$ cat src/sv/fadd_pkg.sv
// ----------------------------------------------------------------------------
// fadd_pkg: shared types and constants of the float32 add/subtract core
// Field widths, the front-to-back queue entry and the exponent constants.
// ----------------------------------------------------------------------------
package fadd_pkg;

  localparam int WordW   = 32;
  localparam int ExpW    = 8;
  localparam int FracW   = 23;
  localparam int MantW   = 24;
  localparam int QueueDepthDefault = 2;

  localparam logic [ExpW-1:0] ExpMax = 8'hFF;

  // Classified operand pair handed from the front part to the back part
  typedef struct packed {
    logic             bypass;     // result already known (zero operand)
    logic [WordW-1:0] bypass_val;
    logic             sign_big;
    logic             eff_sub;
    logic [ExpW-1:0]  e_big;
    logic [MantW-1:0] m_big;
    logic [MantW-1:0] m_small;    // already aligned
  } fadd_item_t;

endpackage

$ cat src/sv/fadd_front.sv
// ----------------------------------------------------------------------------
// fadd_front: operand classify and align stage
// Applies the subtract sign flip, handles zero operands, orders operands by
// magnitude and aligns the smaller mantissa. Registered output.
// ----------------------------------------------------------------------------
module fadd_front (
  input  logic                              clk,
  input  logic                              rst_n,
  input  logic                              in_beat,
  input  logic [fadd_pkg::WordW-1:0]        in_operand_a,
  input  logic [fadd_pkg::WordW-1:0]        in_operand_b,
  input  logic                              in_operation,
  output logic                              item_valid,
  output fadd_pkg::fadd_item_t              item
);

  logic [fadd_pkg::WordW-1:0]  b_fix;
  logic                        a_zero, b_zero, a_big;
  logic [fadd_pkg::WordW-1:0]  big, lesser;
  logic [fadd_pkg::ExpW-1:0]   diff;
  logic [fadd_pkg::MantW-1:0]  m_small_raw;
  fadd_pkg::fadd_item_t        item_nxt, item_r;
  logic                        valid_r;

  // classify and align
  always_comb begin
    b_fix  = {in_operand_b[31] ^ in_operation, in_operand_b[30:0]};
    a_zero = (in_operand_a[30:23] == '0);
    b_zero = (b_fix[30:23] == '0);
    a_big  = (in_operand_a[30:0] >= b_fix[30:0]);
    big    = a_big ? in_operand_a : b_fix;
    lesser = a_big ? b_fix : in_operand_a;
    diff   = big[30:23] - lesser[30:23];
    m_small_raw = {1'b1, lesser[22:0]};
    item_nxt.bypass     = a_zero || b_zero;
    item_nxt.bypass_val = (a_zero && b_zero) ? '0 : (a_zero ? b_fix : in_operand_a);
    item_nxt.sign_big   = big[31];
    item_nxt.eff_sub    = big[31] ^ lesser[31];
    item_nxt.e_big      = big[30:23];
    item_nxt.m_big      = {1'b1, big[22:0]};
    item_nxt.m_small    = (diff >= 8'd24) ? '0 : (m_small_raw >> diff[4:0]);
  end

  always_ff @(posedge clk) begin
    if (!rst_n) begin
      valid_r <= 1'b0;
    end else begin
      valid_r <= in_beat;
    end
    item_r <= item_nxt;
  end

  assign item_valid = valid_r;
  assign item       = item_r;

endmodule

$ cat src/sv/fadd_queue.sv
// ----------------------------------------------------------------------------
// fadd_queue: short FIFO between front and back parts
// Has no full flag and takes no stall from either side; depth is a parameter.
// ----------------------------------------------------------------------------
module fadd_queue #(
  parameter int Depth = fadd_pkg::QueueDepthDefault
) (
  input  logic                 clk,
  input  logic                 rst_n,
  input  logic                 push,
  input  fadd_pkg::fadd_item_t push_item,
  input  logic                 pop,
  output logic                 not_empty,
  output fadd_pkg::fadd_item_t head
);

  localparam int PtrW = (Depth > 1) ? $clog2(Depth) : 1;

  fadd_pkg::fadd_item_t mem_r [Depth];
  logic [PtrW-1:0] wr_r, wr_nxt, rd_r, rd_nxt;
  logic [PtrW:0]   cnt_r, cnt_nxt;

  // pointer and count update
  always_comb begin
    wr_nxt  = wr_r;
    rd_nxt  = rd_r;
    cnt_nxt = cnt_r;
    if (push) begin
      wr_nxt = (wr_r == PtrW'(Depth - 1)) ? '0 : wr_r + 1'b1;
    end
    if (pop) begin
      rd_nxt = (rd_r == PtrW'(Depth - 1)) ? '0 : rd_r + 1'b1;
    end
    if (push && !pop) cnt_nxt = cnt_r + 1'b1;
    else if (!push && pop) cnt_nxt = cnt_r - 1'b1;
  end

  always_ff @(posedge clk) begin
    if (!rst_n) begin
      wr_r  <= '0;
      rd_r  <= '0;
      cnt_r <= '0;
    end else begin
      wr_r  <= wr_nxt;
      rd_r  <= rd_nxt;
      cnt_r <= cnt_nxt;
    end
    if (push) mem_r[wr_r] <= push_item;
  end

  assign not_empty = (cnt_r != '0);
  assign head      = mem_r[rd_r];

endmodule

$ cat src/sv/fadd_back.sv
// ----------------------------------------------------------------------------
// fadd_back: add, normalize and pack stage
// Adds or subtracts aligned mantissas, finds the leading one, normalizes,
// truncates and packs with overflow and underflow saturation.
// ----------------------------------------------------------------------------
module fadd_back (
  input  logic                        clk,
  input  logic                        rst_n,
  input  logic                        item_valid,
  input  fadd_pkg::fadd_item_t        item,
  output logic                        out_valid,
  output logic [fadd_pkg::WordW-1:0]  out_result_bits
);

  logic [fadd_pkg::MantW:0]   r;
  logic [4:0]                 p;
  logic [fadd_pkg::MantW:0]   norm;
  logic signed [9:0]          e;
  logic [fadd_pkg::WordW-1:0] res_nxt, res_r;
  logic                       valid_r;

  // magnitude add, leading-one search, normalize
  always_comb begin
    r = item.eff_sub ? ({1'b0, item.m_big} - {1'b0, item.m_small})
                     : ({1'b0, item.m_big} + {1'b0, item.m_small});
    p = '0;
    for (int i = 0; i <= fadd_pkg::MantW; i++) begin
      if (r[i]) p = 5'(i);
    end
    norm = (p >= 5'd23) ? (r >> (p - 5'd23)) : (r << (5'd23 - p));
    e = $signed({2'b00, item.e_big}) + $signed({5'b0, p}) - 10'sd23;
    if (item.bypass) begin
      res_nxt = item.bypass_val;
    end else if (r == '0) begin
      res_nxt = '0;
    end else if (e >= 10'sd255) begin
      res_nxt = {item.sign_big, fadd_pkg::ExpMax, 23'b0};
    end else if (e <= 10'sd0) begin
      res_nxt = {item.sign_big, 31'b0};
    end else begin
      res_nxt = {item.sign_big, e[7:0], norm[22:0]};
    end
  end

  always_ff @(posedge clk) begin
    if (!rst_n) begin
      valid_r <= 1'b0;
    end else begin
      valid_r <= item_valid;
    end
    res_r <= res_nxt;
  end

  assign out_valid       = valid_r;
  assign out_result_bits = res_r;

endmodule

$ cat src/sv/float32_add_subtract_core.sv
// ----------------------------------------------------------------------------
// float32_add_subtract_core: single-precision add/subtract, truncating
// Front part classifies and aligns, a short queue decouples, back part adds,
// normalizes and packs.
// ----------------------------------------------------------------------------
// channel  | ports                                      | handshake
// input    | in_operand_a, in_operand_b, in_operation    | start & !busy
// result   | out_result_bits                            | out_strobe, 1 cycle
//
// One operand pair per cycle; each result passes through the front register,
// a queue entry and the back register on its way out.
// busy stays low: the back part never stalls, so the queue never fills.
// Synchronous active-low reset clears valid flags and queue pointers.
// The receiver cannot stall; every result is shown for exactly one cycle.
// ----------------------------------------------------------------------------
module float32_add_subtract_core #(
  parameter int QueueDepth = fadd_pkg::QueueDepthDefault
) (
  input  logic                        clk,
  input  logic                        rst_n,
  input  logic                        start,
  output logic                        busy,
  input  logic [fadd_pkg::WordW-1:0]  in_operand_a,
  input  logic [fadd_pkg::WordW-1:0]  in_operand_b,
  input  logic                        in_operation,
  output logic                        out_strobe,
  output logic [fadd_pkg::WordW-1:0]  out_result_bits
);

  logic                 f_valid, q_ne;
  fadd_pkg::fadd_item_t f_item, q_head;

  assign busy = 1'b0;

  fadd_front u_front (
    .clk, .rst_n,
    .in_beat(start && !busy),
    .in_operand_a, .in_operand_b, .in_operation,
    .item_valid(f_valid), .item(f_item)
  );

  fadd_queue #(.Depth(QueueDepth)) u_queue (
    .clk, .rst_n,
    .push(f_valid), .push_item(f_item),
    .pop(q_ne), .not_empty(q_ne), .head(q_head)
  );

  fadd_back u_back (
    .clk, .rst_n,
    .item_valid(q_ne), .item(q_head),
    .out_valid(out_strobe), .out_result_bits
  );

endmodule

$ cat config.mk
export PLATFORM = sky130hd
export DESIGN_NAME = float32_add_subtract_core
export DESIGN_NICKNAME = d
export VERILOG_FILES = /design/src/sv/fadd_pkg.sv /design/src/sv/fadd_front.sv /design/src/sv/fadd_queue.sv /design/src/sv/fadd_back.sv /design/src/sv/float32_add_subtract_core.sv
export SDC_FILE = /design/constraint.sdc
export NUM_CORES = 1
export LEC_CHECK = 0
export ABC_AREA = 1
export BUFFER_PORTS_ARGS = -buffer_cell sky130_fd_sc_hd__clkbuf_2
export CELL_PAD_IN_SITES_DETAIL_PLACEMENT = 1
export CELL_PAD_IN_SITES_GLOBAL_PLACEMENT = 1
export CORE_UTILIZATION = 49
export CTS_BUF_LIST = sky130_fd_sc_hd__clkbuf_8
export DETAILED_ROUTE_END_ITERATION = 12
export PLACE_DENSITY = 0.89
export REMOVE_ABC_BUFFERS = 1
export SYNTH_ARGS = -nofsm -noshare
export SYNTH_HDL_FRONTEND = slang
export SYNTH_HIERARCHICAL = 1
export SYNTH_SLANG_ARGS = --single-unit
$ cat constraint.sdc
create_clock -name clk -period 8.1 [get_ports clk]
set_input_delay 0.81 -clock clk [delete_from_list [all_inputs] [get_ports clk]]
set_output_delay 0.81 -clock clk [all_outputs]
set_load 0.02 [all_outputs]
==> summary.md, run 1 <==
| Metric | Value |
|---|---|
| Status | `complete, but fails checks` |
| Violated checks | `negative setup slack` |
| Overall global routing resource usage | `0.379` |
| M1 GR Usage | `0.458` |
| Vias per std cell | `around 6.3` |
| Required @ worst endpoint | `between 8 and 9 ns` |
| FMAX | `around 120 MHz` |
| Post-DR wirelength/cell | `roughly 27 µm` |
| Worst-Margin Slew | `around 1.2 ns` |
| Num CTS Buffers | `53` |
| HPWL Detailed | `48800 µm` |
| Pre-Repair DR Iteration Count | `6` |
| GRT Max-Usage Layer | `met2` |
| Ys async rst share | `0` |
| Row cnt | `~70` |
| Cell count after placement | `around 2800` |
| DRT iter0 DRCs | `2016` |
| CTS sink cnt | `311` |
| Delay-heaviest family, CP | `simple AND/OR/NAND/NOR gates` |
| I/O Buffers | `100` |
| Ys Warns | `6` |
| Tcrit/Tclk final | `1.01` |
| Cell count after synthesis | `~2300` |
| CTS tree | `built` |
| Register area | `a little over 8000 µm²` |
| Crit Path Class | `flip-flop to flip-flop` |
| Reg2Reg Setup Slack | `-0.1 ns` |
| Root buf cell | `clkbuf_8` |
| Count of cell types in the netlist | `64` |
| Clock-pin slew on the worst setup and hold paths | `about 0.060 ns` |
| Final setup fails | `14` |
| Largest stage delay, worst path | `between 0.4 and 0.5 ns` |
| Gr ovfl total | `0` |
| Vert. Die Dim | `about 200 µm` |
| R2r endpoint | `u_back/out_result_bits[0]` |
| Cts-stage hold buffer count | `0` |
| Die footprint | `39600 µm²` |
| GR Layer Usage met3 | `0.0548` |
| EDFF count, synth | `between 150 and 200` |
| Initial antenna violation count | `1` |
| Final Hold Violating Endpoints | `0` |
| Final setup TNS | `-0.778 ns` |
| Buf/Inv on CP | `6` |
| Die extent in x | `approximately 200 µm` |
| I/O Pins | `102` |
| Vias in the first global route | `18439` |
| Synth area leader | `edfxtp_1` |
| Setup crit end kind | `flip-flop` |
| Hold Crit Class | `input port to flip-flop` |
| Worst Skew | `just over 0.03 ns` |
| Worst path slowest cell | `dfxtp_4` |
| Crit. path cell count | `44` |
| Multi-input gate area | `between 9000 and 10000 µm²` |
| Share of the synthesized area in the top cell type | `0.288` |
| Min-delay src | `start` |
| Global-route wire length before repair | `approximately 110000 µm` |
| P&R area growth vs syn | `11.1%` |
| Final min period | `8.20 ns` |
| Largest net degree at the start of global routing | `roughly 110` |
| Setup crit end | `u_back/out_result_bits[0]` |
| Routability cong. | `between 0.9 and 1` |
| Arr. time, crit path | `about 9 ns` |
| Crit-path max FO | `14` |
| Startpoint type of the worst setup path | `flip-flop` |
| Depth of the CTS H-tree | `2` |
| Max Slew Vio Count | `0` |
| FF+latch count, synth | `around 310` |
| Drt total wl | `approximately 79000 µm` |
| Mapped Area | `19000 µm²` |
| DR vias | `between 15000 and 20000` |
| FILL cells | `roughly 4600` |
| Final Non-Filler Cells | `around 3000` |
| Layout cells sized above 1 | `0.185` |
| Top_reg_cell synth | `edfxtp_1` |
| DRC Markers | `0` |
| Layout Nets | `around 2500` |
| Fin util | `0.557` |
| Syn Area/Cell | `approximately 8.4 µm²` |
| FF-to-FF path depth | `44` |
| Ranking of synthesized cells by area | `edfxtp_1, dfxtp_1, nand2_1` |
| Worst skew pair latency | `approximately 0.63 ns` |
| Clock buffer depth | `3` |
| GRT met2 Usage | `0.652` |
| Headroom to the max-slew limit | `0.209` |
| Post-route ant nets | `0` |
| Max-cap viol count | `0` |
| Register area share after synthesis | `0.423` |
| Core Area | `37900 µm²` |
| Initial cell density of the core | `0.501` |
| Final setup margin | `-0.0959 ns` |
cells in the final DEF (no fill, tap or decap), drive strengths merged:
| master | synthesis | layout |
|---|---|---|
| nand2 | 666 | 666 |
| nand3 | 345 | 345 |
| inv | 222 | 233 |
| edfxtp | 182 | 182 |
| clkbuf | 30 | 164 |
| dfxtp | 129 | 129 |
| o21ai | 117 | 117 |
| a21oi | 116 | 116 |
| nor2 | 109 | 109 |
| mux2 | 91 | 91 |
| ha | 73 | 73 |
| buf | 57 | 34 |
| xor2 | 25 | 25 |
| nand4 | 17 | 17 |
| clkinv | 2 | 17 |
| xnor2 | 15 | 15 |
| o211ai | 13 | 13 |
| nor3 | 9 | 9 |
| bufinv | 0 | 6 |
| nand3b | 6 | 6 |
| a22o | 6 | 6 |
| o21bai | 6 | 6 |
| nor4 | 6 | 6 |
| clkinvlp | 0 | 5 |
| and2 | 4 | 4 |
| or2 | 4 | 4 |
| conb | 2 | 2 |
| a31oi | 2 | 2 |
| fa | 2 | 2 |
| o221ai | 2 | 2 |
| diode | 0 | 1 |
| o31ai | 1 | 1 |
| o21a | 1 | 1 |
| nand2b | 1 | 1 |
| a31o | 1 | 1 |
layer usage:
| layer | up-vias | part of all wire |
|---|---|---|
| met5 | - | 0 |
| met4 | 0 | 0.067 |
| met3 | 380 | 0.079 |
| met2 | 1258 | 0.48 |
| met1 | 9007 | 0.38 |
| li1 | 7808 | - |
worst min-delay path by stage:
stage | endpoint | slack, ns | depth (start not counted)
2_1_floorplan | u_queue/mem_r[0][0] | 0.40 | 0
3_3_place_gp | u_queue/mem_r[0][83] | 0.41 | 0
3_5_place_dp | u_queue/mem_r[0][57] | 0.41 | 0
4_1_cts | u_front/item_valid | 0.36 | 3
5_1_grt | u_front/item_valid | 0.38 | 3
6_report | u_front/item_valid | 0.39 | 3
per-stage QoR:
step	setup slack (ns)	cell area [µm²]	hold slack, ns
detailed placement	-0.0970	19700	0.412
global placement	0.604	19700	0.406
floorplan	-2.77	18400	0.404
CTS	0.0282	20900	0.357
global route	-0.273	21100	0.383
finish	-0.0959	21100	0.385
layout make-up:
| class | instances | area share |
|---|---|---|
| diodes | 1 | 0.000119 |
| clock buffers | 63 | 0.0411 |
| clock inverters | 37 | 0.0156 |
| inverters | 224 | 0.0406 |
| multi-input cells | 1640 | 0.454 |
| flip-flops and latches | 311 | 0.381 |
| well taps | 511 | 0.0303 |
| repair buffers | 135 | 0.0367 |
logic make-up after synthesis:
logic type               Yosys count  synth area share
AND/OR/NAND/NOR                 1167             0.279
buffers and inverters            312            0.0773
flip-flops                       311             0.423
AO/OA/AOI/OAI                    265            0.0788
multiplexers                      91            0.0717
adder cells (fa/ha/maj)           75            0.0502
XOR/XNOR                          40            0.0196
other                              2          0.000395
tightest hold or removal path, delay by kind of cell:
family,cells,cell delay [ns]
buffers and inverters,2,0.12
and+or+nand+nor,1,0.04
repair_timing:
action,4_1_cts,5_1_grt
gates resized for setup,9,18
pin swaps,1,5
setup endpoints to repair,29,29
setup buffers,0,15
flip-flops by register name, summed over array words and instances, names as in the netlist, named ones only:
signal                  flops
u_queue/cnt_r               2
u_queue/rd_r                1
u_front/item               90
u_queue/wr_r                1
u_back/out_result_bits     32
u_back/out_valid            1
u_queue/mem_r             182
u_front/item_valid          1
cells in the mapped netlist, types with 5 or more instances:
| cell type | number |
|---|---|
| clkbuf_1 | 30 |
| nand3b_1 | 6 |
| o21bai_1 | 5 |
| xnor2_1 | 14 |
| nor2_2 | 11 |
| xor2_1 | 23 |
| buf_6 | 8 |
| nand2_2 | 27 |
| ha_1 | 73 |
| nand3_1 | 336 |
| inv_2 | 21 |
| nor3_1 | 6 |
| mux2_4 | 90 |
| nor2_1 | 86 |
| o21ai_1 | 24 |
| o21ai_0 | 88 |
| a22o_1 | 6 |
| edfxtp_1 | 182 |
| nand4_1 | 15 |
| nand2_4 | 8 |
| nand3_2 | 8 |
| nand2_1 | 630 |
| dfxtp_1 | 129 |
| buf_1 | 6 |
| buf_12 | 10 |
| inv_1 | 200 |
| a21oi_2 | 8 |
| nor2_4 | 11 |
| o211ai_1 | 12 |
| buf_4 | 7 |
| a21oi_1 | 107 |
| buf_2 | 25 |
Power of run 1 is left out: the tool's default activity adds up to more than one toggle a clock period on the data nets, which glitch-free logic cannot reach.
==> inputs of run 2 (changes only) <==
Settings changed: ABC_AREA 1 to unset, BUFFER_PORTS_ARGS -buffer_cell sky130_fd_sc_hd__clkbuf_2 to -buffer_cell sky130_fd_sc_hd__buf_2, CORE_UTILIZATION 49 to 51, SETUP_SLACK_MARGIN set to 0.15.
==> run 2 against run 1 <==
Compared with the run above: the run still ends with negative setup slack left; critical path depth down 6; via count fell by 2.2%; sequential share of layout area is 2.0 points lower; count of clock-buffer cells in the layout is 1 lower; sequential cell count unchanged; final cell count shrank 14%; synthesized cell count shrank 19%; design area rose by 5.6%; synthesized area grew 0.34%; largest cell class unchanged; highest routed layer is now met5.
==> summary.md, run 2 <==
| Metric | Value |
|---|---|
| DR vias | `about 18000` |
| FF-to-FF path depth | `38` |
| Register area share after synthesis | `0.422` |
| Mapped Area | `roughly 19000 µm²` |
| Depth of the CTS H-tree | `2` |
| GR Layer Usage met3 | `0.0724` |
| Die footprint | `approximately 38000 µm²` |
| Largest stage delay, worst path | `roughly 0.5 ns` |
| Final setup margin | `-0.0863 ns` |
| Final Hold Violating Endpoints | `0` |
| Syn Area/Cell | `between 10 and 15 µm²` |
| I/O Pins | `roughly 100` |
| Most frequent cells in the layout | `nand2_1, edfxtp_1, dfxtp_1` |
| Top_reg_cell synth | `edfxtp_1` |
| Max reg flops | `182` |
| Setup crit end kind | `flip-flop` |
| Setup crit end | `u_back/out_result_bits[11]` |
| FMAX | `about 120 MHz` |
| Most frequent cell after synthesis | `nand2_1` |
| CTS sink cnt | `about 310` |
| DRC Markers | `0` |
| Final setup fails | `6` |
| Arr. time, crit path | `roughly 8.8 ns` |
| DRT iter0 DRCs | `2503` |
| Cell count after synthesis | `approximately 1800` |
| Synth area leader | `edfxtp_1` |
| Global-route wire length before repair | `112000 µm` |
| EDFF count, synth | `between 150 and 200` |
| Ys Warns | `6` |
| Worst-Margin Slew | `1.43 ns` |
| M1 GR Usage | `0.486` |
| Crit Path Class | `flip-flop to flip-flop` |
| Worst skew pair latency | `just over 0.7 ns` |
| Drt total wl | `84800 µm` |
| Clock buffer depth | `3` |
| Largest net degree at the start of global routing | `70` |
| Gr ovfl total | `0` |
| Startpoint type of the worst setup path | `flip-flop` |
| Violated checks | `negative setup slack` |
| Vias in the first global route | `~18000` |
| Post-DR wirelength/cell | `approximately 34 µm` |
| GRT Max-Usage Layer | `met2` |
| R2r endpoint | `u_back/out_result_bits[11]` |
| Overall global routing resource usage | `0.390` |
| Hold Slack | `roughly 0.37 ns` |
| Cts-stage hold buffer count | `0` |
| Required @ worst endpoint | `around 8.7 ns` |
| Layout cells sized above 1 | `0.289` |
| Max Slew Vio Count | `0` |
| Count of cell types in the netlist | `around 110` |
| Core Area | `roughly 37000 µm²` |
| Final min period | `between 8 and 9 ns` |
| I/O Buffers | `100` |
| Clock-pin slew on the worst setup and hold paths | `approximately 0.06 ns` |
| Worst path slowest cell | `o41a_1` |
| Row cnt | `70` |
| Biggest register | `u_queue/mem_r` |
| Post-route ant nets | `0` |
| HPWL Detailed | `~51000 µm` |
| Pre-Repair DR Iteration Count | `6` |
| Ranking of synthesized cells by area | `edfxtp_1, dfxtp_1, mux2_2` |
| Share of the synthesized area in the top cell type | `0.287` |
| Hold Crit Class | `input port to flip-flop` |
| Routability cong. | `around 1.0` |
| Final setup TNS | `-0.227 ns` |
| Vias per std cell | `between 7 and 8` |
| Layout Nets | `around 2100` |
| P&R area growth vs syn | `16.9%` |
| Status | `complete, but fails checks` |
| Ys async rst share | `0` |
| Reg2Reg Setup Slack | `-0.09 ns` |
| Place WS | `-0.574 ns` |
| GRT met2 Usage | `0.636` |
| Max-cap viol count | `0` |
| Worst Skew | `0.0439 ns` |
| CTS tree | `built` |
| Commonest non-fill, non-tap cell in the layout | `nand2_1` |
| Root buf cell | `clkbuf_8` |
| Die extent in x | `195 µm` |
| FF+latch count, synth | `roughly 310` |
| Commonest cells post-synth | `nand2_1, edfxtp_1, dfxtp_1` |
| Headroom to the max-slew limit | `0.0358` |
| Initial cell density of the core | `0.520` |
| Num CTS Buffers | `between 50 and 60` |
| Initial antenna violation count | `7` |
| FILL cells | `3863` |
| Crit-path max FO | `6` |
| Tcrit/Tclk final | `1.01` |
| Vert. Die Dim | `195 µm` |
run 2: cell types whose count changed after synthesis, sizes merged, moves of 37 or more:
| cell | previous run | this run |
|---|---|---|
| mux4 | 0 | 37 |
| a21oi | 116 | 79 |
| mux2i | 0 | 85 |
| nand2 | 666 | 210 |
| inv | 222 | 75 |
| nand3 | 345 | 69 |
run 2: worst min path at each step:
stage	startpoint	to	slack, ns	cells past startpoint
finish	start	u_front/item_valid	0.37	2
global route	start	u_front/item_valid	0.36	2
CTS	in_operand_a[30]	u_front/item[88]	0.37	2
detailed placement	u_front/item[32]	u_queue/mem_r[1][32]	0.41	0
global placement	u_front/item[32]	u_queue/mem_r[0][32]	0.41	0
floorplan	u_front/item[0]	u_queue/mem_r[0][0]	0.40	0
run 2: critical path, delay by kind of cell (launching register included):
family	cells	cell delay, ns
flops	1	0.43
compound gates	18	3.87
xor+xnor	2	0.42
mux	1	0.34
simple gates	7	1.29
buf+inv	7	0.96
fa+ha+maj	3	0.77
run 2: cell families (layout without fill, tap and decap cells):
logic type      count (synthesis)  after routing  share of synthesized area
compound gates                427            427                      0.165
xor+xnor                       49             49                     0.0229
fa+ha+maj                      75             75                     0.0500
buf+inv                       162            383                     0.0394
flops                         311            311                      0.422
mux                           240            240                      0.160
other cells                     2              5                   0.000394
simple gates                  559            559                      0.140
run 2: stage by stage:
stage / area, µm² / util / instances
5_1_grt: 22300 / 0.607 / 2515
4_1_cts: 21600 / 0.589 / 2484
3_5_place_dp: 20300 / 0.552 / 2379
3_3_place_gp: 20300 / 0.552 / 2379
6_report: 22300 / 0.608 / 2517
2_1_floorplan: 18600 / - / 1739
run 2: routing by layer:
layer,vias to the layer above,part of all wire
met5,-,0.00027
met4,4,0.083
met3,490,0.11
li1,7192,-
met2,1565,0.45
met1,8789,0.35
run 2: final cells by class:
cell class | count | area, µm² | area share
Clock inverter | 36 | 305 | 0.0137
Timing Repair Buffer | 209 | 1360 | 0.0610
Inverter | 76 | 285 | 0.0128
Clock buffer | 62 | 853 | 0.0383
Tap cell | 468 | 586 | 0.0263
Sequential cell | 311 | 8050 | 0.361
Antenna cell | 3 | 7.51 | 0.000337
Multi-Input combinational cell | 1352 | 10800 | 0.487
run 2: what timing repair did:
action	CTS	global route
resized for setup	32	92
buffers inserted	7	30
endpoints found under the setup margin	23	21
gates cloned	0	0
pin swaps	8	36
Power of run 2 is left out for the same reason.
